$ cat src/hdl/haat_ram.sv
// ----------------------------------------------------------------------------
// Generic single-port-write RAM
// One write port and one read port with registered read data.
// ----------------------------------------------------------------------------
module haat_ram #(
   parameter int WIDTH = 8,
   parameter int DEPTH = 256
) (
   input  logic                     clock,
   input  logic                     wr_en,
   input  logic [$clog2(DEPTH)-1:0] wr_addr,
   input  logic [WIDTH-1:0]         wr_data,
   input  logic                     rd_en,
   input  logic [$clog2(DEPTH)-1:0] rd_addr,
   output logic [WIDTH-1:0]         rd_data
);

   logic [WIDTH-1:0] mem_ff [DEPTH];
   logic [WIDTH-1:0] rd_data_ff;

   always_ff @(posedge clock) begin
      if (wr_en) begin
         mem_ff[wr_addr] <= wr_data;
      end
      if (rd_en) begin
         rd_data_ff <= mem_ff[rd_addr];
      end
   end

   assign rd_data = rd_data_ff;

endmodule

$ cat config.mk
export PLATFORM = sky130hd
export DESIGN_NAME = haat_ram
export DESIGN_NICKNAME = d
export VERILOG_FILES = /design/src/hdl/haat_ram.sv
export SDC_FILE = /design/constraint.sdc
export NUM_CORES = 2
export LEC_CHECK = 0
export ABC_AREA = 1
export BUFFER_PORTS_ARGS = -buffer_cell sky130_fd_sc_hd__buf_2
export CAP_MARGIN = 20
export CORE_MARGIN = 2
export CORE_UTILIZATION = 40
export DETAILED_ROUTE_END_ITERATION = 7
export PLACE_DENSITY = 0.5
export REMOVE_ABC_BUFFERS = 1
export SLEW_MARGIN = 20
export SYNTH_ARGS = -nofsm -noshare
export SYNTH_HDL_FRONTEND = slang
export SYNTH_SLANG_ARGS = --single-unit
$ cat constraint.sdc
create_clock -name clock -period 2 [get_ports clock]
set_clock_uncertainty 0.1 [all_clocks]
set_input_delay 0.1 -clock clock [delete_from_list [all_inputs] [get_ports clock]]
set_output_delay 0.1 -clock clock [all_outputs]
set_load 0.1 [all_outputs]
# After elaboration in Yosys (flattened, before gate mapping)
# Memories as Yosys holds them, arrays and structs flattened. A register that Yosys moved wholly into a read port is not among the register bits.
# Index checks and enable logic that the tools add are counted.
[op_classes]
magnitude_cmp = 0
eq_ne = 0
addsub = 0
n_mux = 2
multipliers = 0
reduce_logical = 0
shift = 0
bitwise_logic = 0
n_div = 0
[op_table]
columns = ["operator", "n"]
rows = [
  ["$mux W1", 2],
]
[totals]
romBits = 0
mem_count = 1
latch_bits = 0
register_bits = 0
ram_bits = 2048
wordCells = 3
[memory_table]
columns = ["memory", "words", "word_bits", "rd", "rd_clocked_by_memory_dff", "write_ports", "line", "source"]
rows = [
  ["mem_ff", 256, 8, 1, 1, 1, "18", "logic [WIDTH-1:0] mem_ff [DEPTH];"],
]

# Longest topological paths before layout
[logic_depth]
depth_word = 2
depth_mapped = 15

# Worst setup path before layout
# OpenSTA, ideal clock, no wires.
[synth_timing]
path_kind = "input to register"
from = "input wr_en"
to = "memory mem_ff[162][0] (enable)"
required_time_ps = 1530
setup_slack_ps = 309
setup_ps = 370
path_stages = 4
t_arrival_ps = 1221
cell_sequence = "clkbuf_1 -> nand3_1 -> clkbuf_1 -> nor2_1"
[synth_between]
elab_chain_len = 2
[synth_lines]
columns = ["element", "line", "source"]
rows = [
  ["start, declared", "10", "input logic wr_en,"],
  ["$mux W1", "22", "if (wr_en) begin"],
  ["$mux W1 (implied by the code)", "23", "mem_ff[wr_addr] <= wr_data;"],
  ["end, declared", "18", ""],
]
# No other way between the ends.

==> flow_summary_export.csv <==
group,metric,value,unit
clocking,clkTransAtPathRegs,0.06,ns
power,leakage,35.52,nW
critical_path,required,2.51,ns
die,die_h,460.8,um
sta,post-route-period-util,0.9826,
layout,final_cell_mix,"2107 x nand2_1, 2056 x edfxtp_1, 1952 x nand3_1",
placement,placed_cells,10040,
placement,dp_hpwl,161900,um
critical_path,worst_path_most_repeated_cell,"nand2_1",
layout,fin_area,99290,um2
critical_path,worst-path-buf-inv,0,
route,route.met3.wl,15890,um
layout,fin_nets,7512,
critical_path,cp_max_fo,1,
yosys,syn_area,83480,um2
placement,postPlaceCellArea,91830,um2
critical_path,end_kind,"register",
layout,synthToLayoutAreaGrowth,18.95,%
route,routed.top_layer,"met5",
clocking,clock_sinks,2056,
yosys,ys_warn_count,0,
layout,final_cells,10450,
min_path,hp-start,"wr_data[1]",
min_path,min_path_type,"input port to register",
clocking,cts_tree,"yes",
placement,place_congestion,0.8511,
power,vdd_drop_max,925.5,uV
outcome,status,"completed",
die,core-area,207300,um2
route,postRouteAntennaNets,0,
clocking,clk_path_buf_depth,3,
layout,layout_commonest_cell,"nand2_1",
power,p_per_area,938.5,nW/um2
critical_path,cp-startpoint,"mem_ff[255][6]",
route,vias,56020,
sta,period_needed,1.965,ns
critical_path,start_kind,"register",
critical_path,path_cells,"nand2_1 > nand3_1 > nand3_1 > nand3_1 > nand3_2 > nand3_2 > nand3_4 > nand2_1 > nand2_1 > nand2_1",
layout,drive_gt1_frac,0.1451,
clocking,cts_buffers,217,
route,wl_met1,112100,um
sta,rsz0062_at_grt,"true",
global_routing,grt-ovfl-total,0,
sta,final_max_slew_viol_count,0,
route,wirelength,257400,um
critical_path,r2r-start,"mem_ff[255][6]",
critical_path,cp_top_family,"simple AND/OR/NAND/NOR gates",
sta,final_hold_viol_count,0,
route,viasPerCell,5.359,
route,drt_iter0_drc,5935,
clocking,clk_latency,0.86,ns
yosys,yosys.cell_types.count,13,
global_routing,grt_pass1_vias,54110,
placement,io_buffers,34,
clocking,cts_setup_buffers,0,
global_routing,grt_max_degree,86,
sta,tightestPinTransition,1.302,ns
die,die_area,212400,um2
global_routing,grt_first_pass_wirelength,376500,um
sta,holdWs,0.1027,ns
clocking,cts_root_buf,"clkbuf_16",
yosys,yosysSeqAreaShare,0.7396,
die,fp.dieW,460.8,um
sta,max_freq,0.5088,GHz
critical_path,crit_slowest_cell,"edfxtp_1",
route,route.met2.wl,122300,um
critical_path,criticalPathCategory,"register to register",
yosys,synth_seq_cells,2056,
critical_path,worstPathArrival,2.47,ns
sta,setup_viol,0,
sta,maxSlewHeadroom,0.1322,
die,start_util,0.4027,
route,first_pass_iters,6,
sta,fin_tns_setup,0,ns
yosys,syn_avg_cell_area,11.92,um2
die,row_count,167,
route,drc,0,
clocking,cts_max_level,4,
critical_path,cpPeakStageDelay,0.35,ns
global_routing,antenna_found_initial,13,
flow_run,max-cap-violations,0,
global_routing,grt.total_usage,0.2422,
route,wl_per_cell,24.62,um
yosys,synth_cells,7003,
die,ios,35,
## flip-flops by register name, indices dropped and copies added, names as in the netlist
signal / flops
rd_data: 8
mem_ff: 2048
## cell type report
| type | instances | area [um2] |
|---|---|---|
| Antenna cell | 2 | 5.005 |
| Clock buffer | 263 | 5709 |
| Clock inverter | 134 | 1115 |
| Fill cell | 18580 | 108000 |
| Inverter | 39 | 180.2 |
| Multi-Input combinational cell | 4425 | 19580 |
| Sequential cell | 2056 | 61740 |
| Tap cell | 2788 | 3488 |
| Timing Repair Buffer | 746 | 7480 |
## cell families after synthesis
| group | after synthesis | share of synthesized area |
|---|---|---|
| and+or+nand+nor | 4425 | 0.2292 |
| DFF | 2056 | 0.7396 |
| buffers and inverters | 522 | 0.03116 |
## routing by layer
metal	up-vias	global-route usage
li1	25850	-
met1	27980	0.3415
met2	1838	0.3906
met3	351	0.03357
met4	2	0.07142
met5	-	0
## cell usage after synthesis, drive strengths merged
master / instances / share of area
inv: 39 / 0.0018
buf: 371 / 0.024
clkbuf: 112 / 0.0050
edfxtp: 2056 / 0.74
nand3: 2019 / 0.12
nand2: 2123 / 0.095
nor2: 283 / 0.013
## per-stage QoR
step,power (mW),util,setup WS [ns]
CTS,93.84,0.4776,-0.03222
detailed placement,54.97,0.4430,-0.9009
floorplan,51.08,-,-3.923
finish,93.18,0.4790,0.03473
global placement,54.96,0.4430,-0.9930
global route,96.09,0.4790,-0.03171
## worst register-to-register path, stage by stage, from the launching register on
cell      delay [ns]
edfxtp_1        0.35
nand2_1         0.07
nand3_1         0.09
nand3_1         0.13
nand3_1         0.20
nand3_2         0.19
nand3_2         0.23
nand3_4         0.16
nand2_1         0.07
nand2_1         0.07
nand2_1         0.06
## worst paths after layout
| path | end | slack [ns] | depth (start not counted) |
|---|---|---|---|
| setup / recovery | rd_data[6] | 0.03 | 10 |
| hold / removal | mem_ff[207][1] | 0.10 | 2 |
| setup reg to reg | rd_data[6] | 0.03 | 10 |
| hold reg to reg | rd_data[0] | 0.94 | 10 |
## power by group
group	internal, mW	switching [mW]
Clock	22.4	16.7
Combinational	1.95	4.66
Sequential	47.5	0.0516
## timing repair
item,in CTS,in global routing
endpoints found under the hold margin,2132,0
pin swaps,0,4
hold buffers,19,0
setup endpoints to repair,12,8
resized for setup,35,55
No activity file was read; power rests on OpenSTA's default activity.
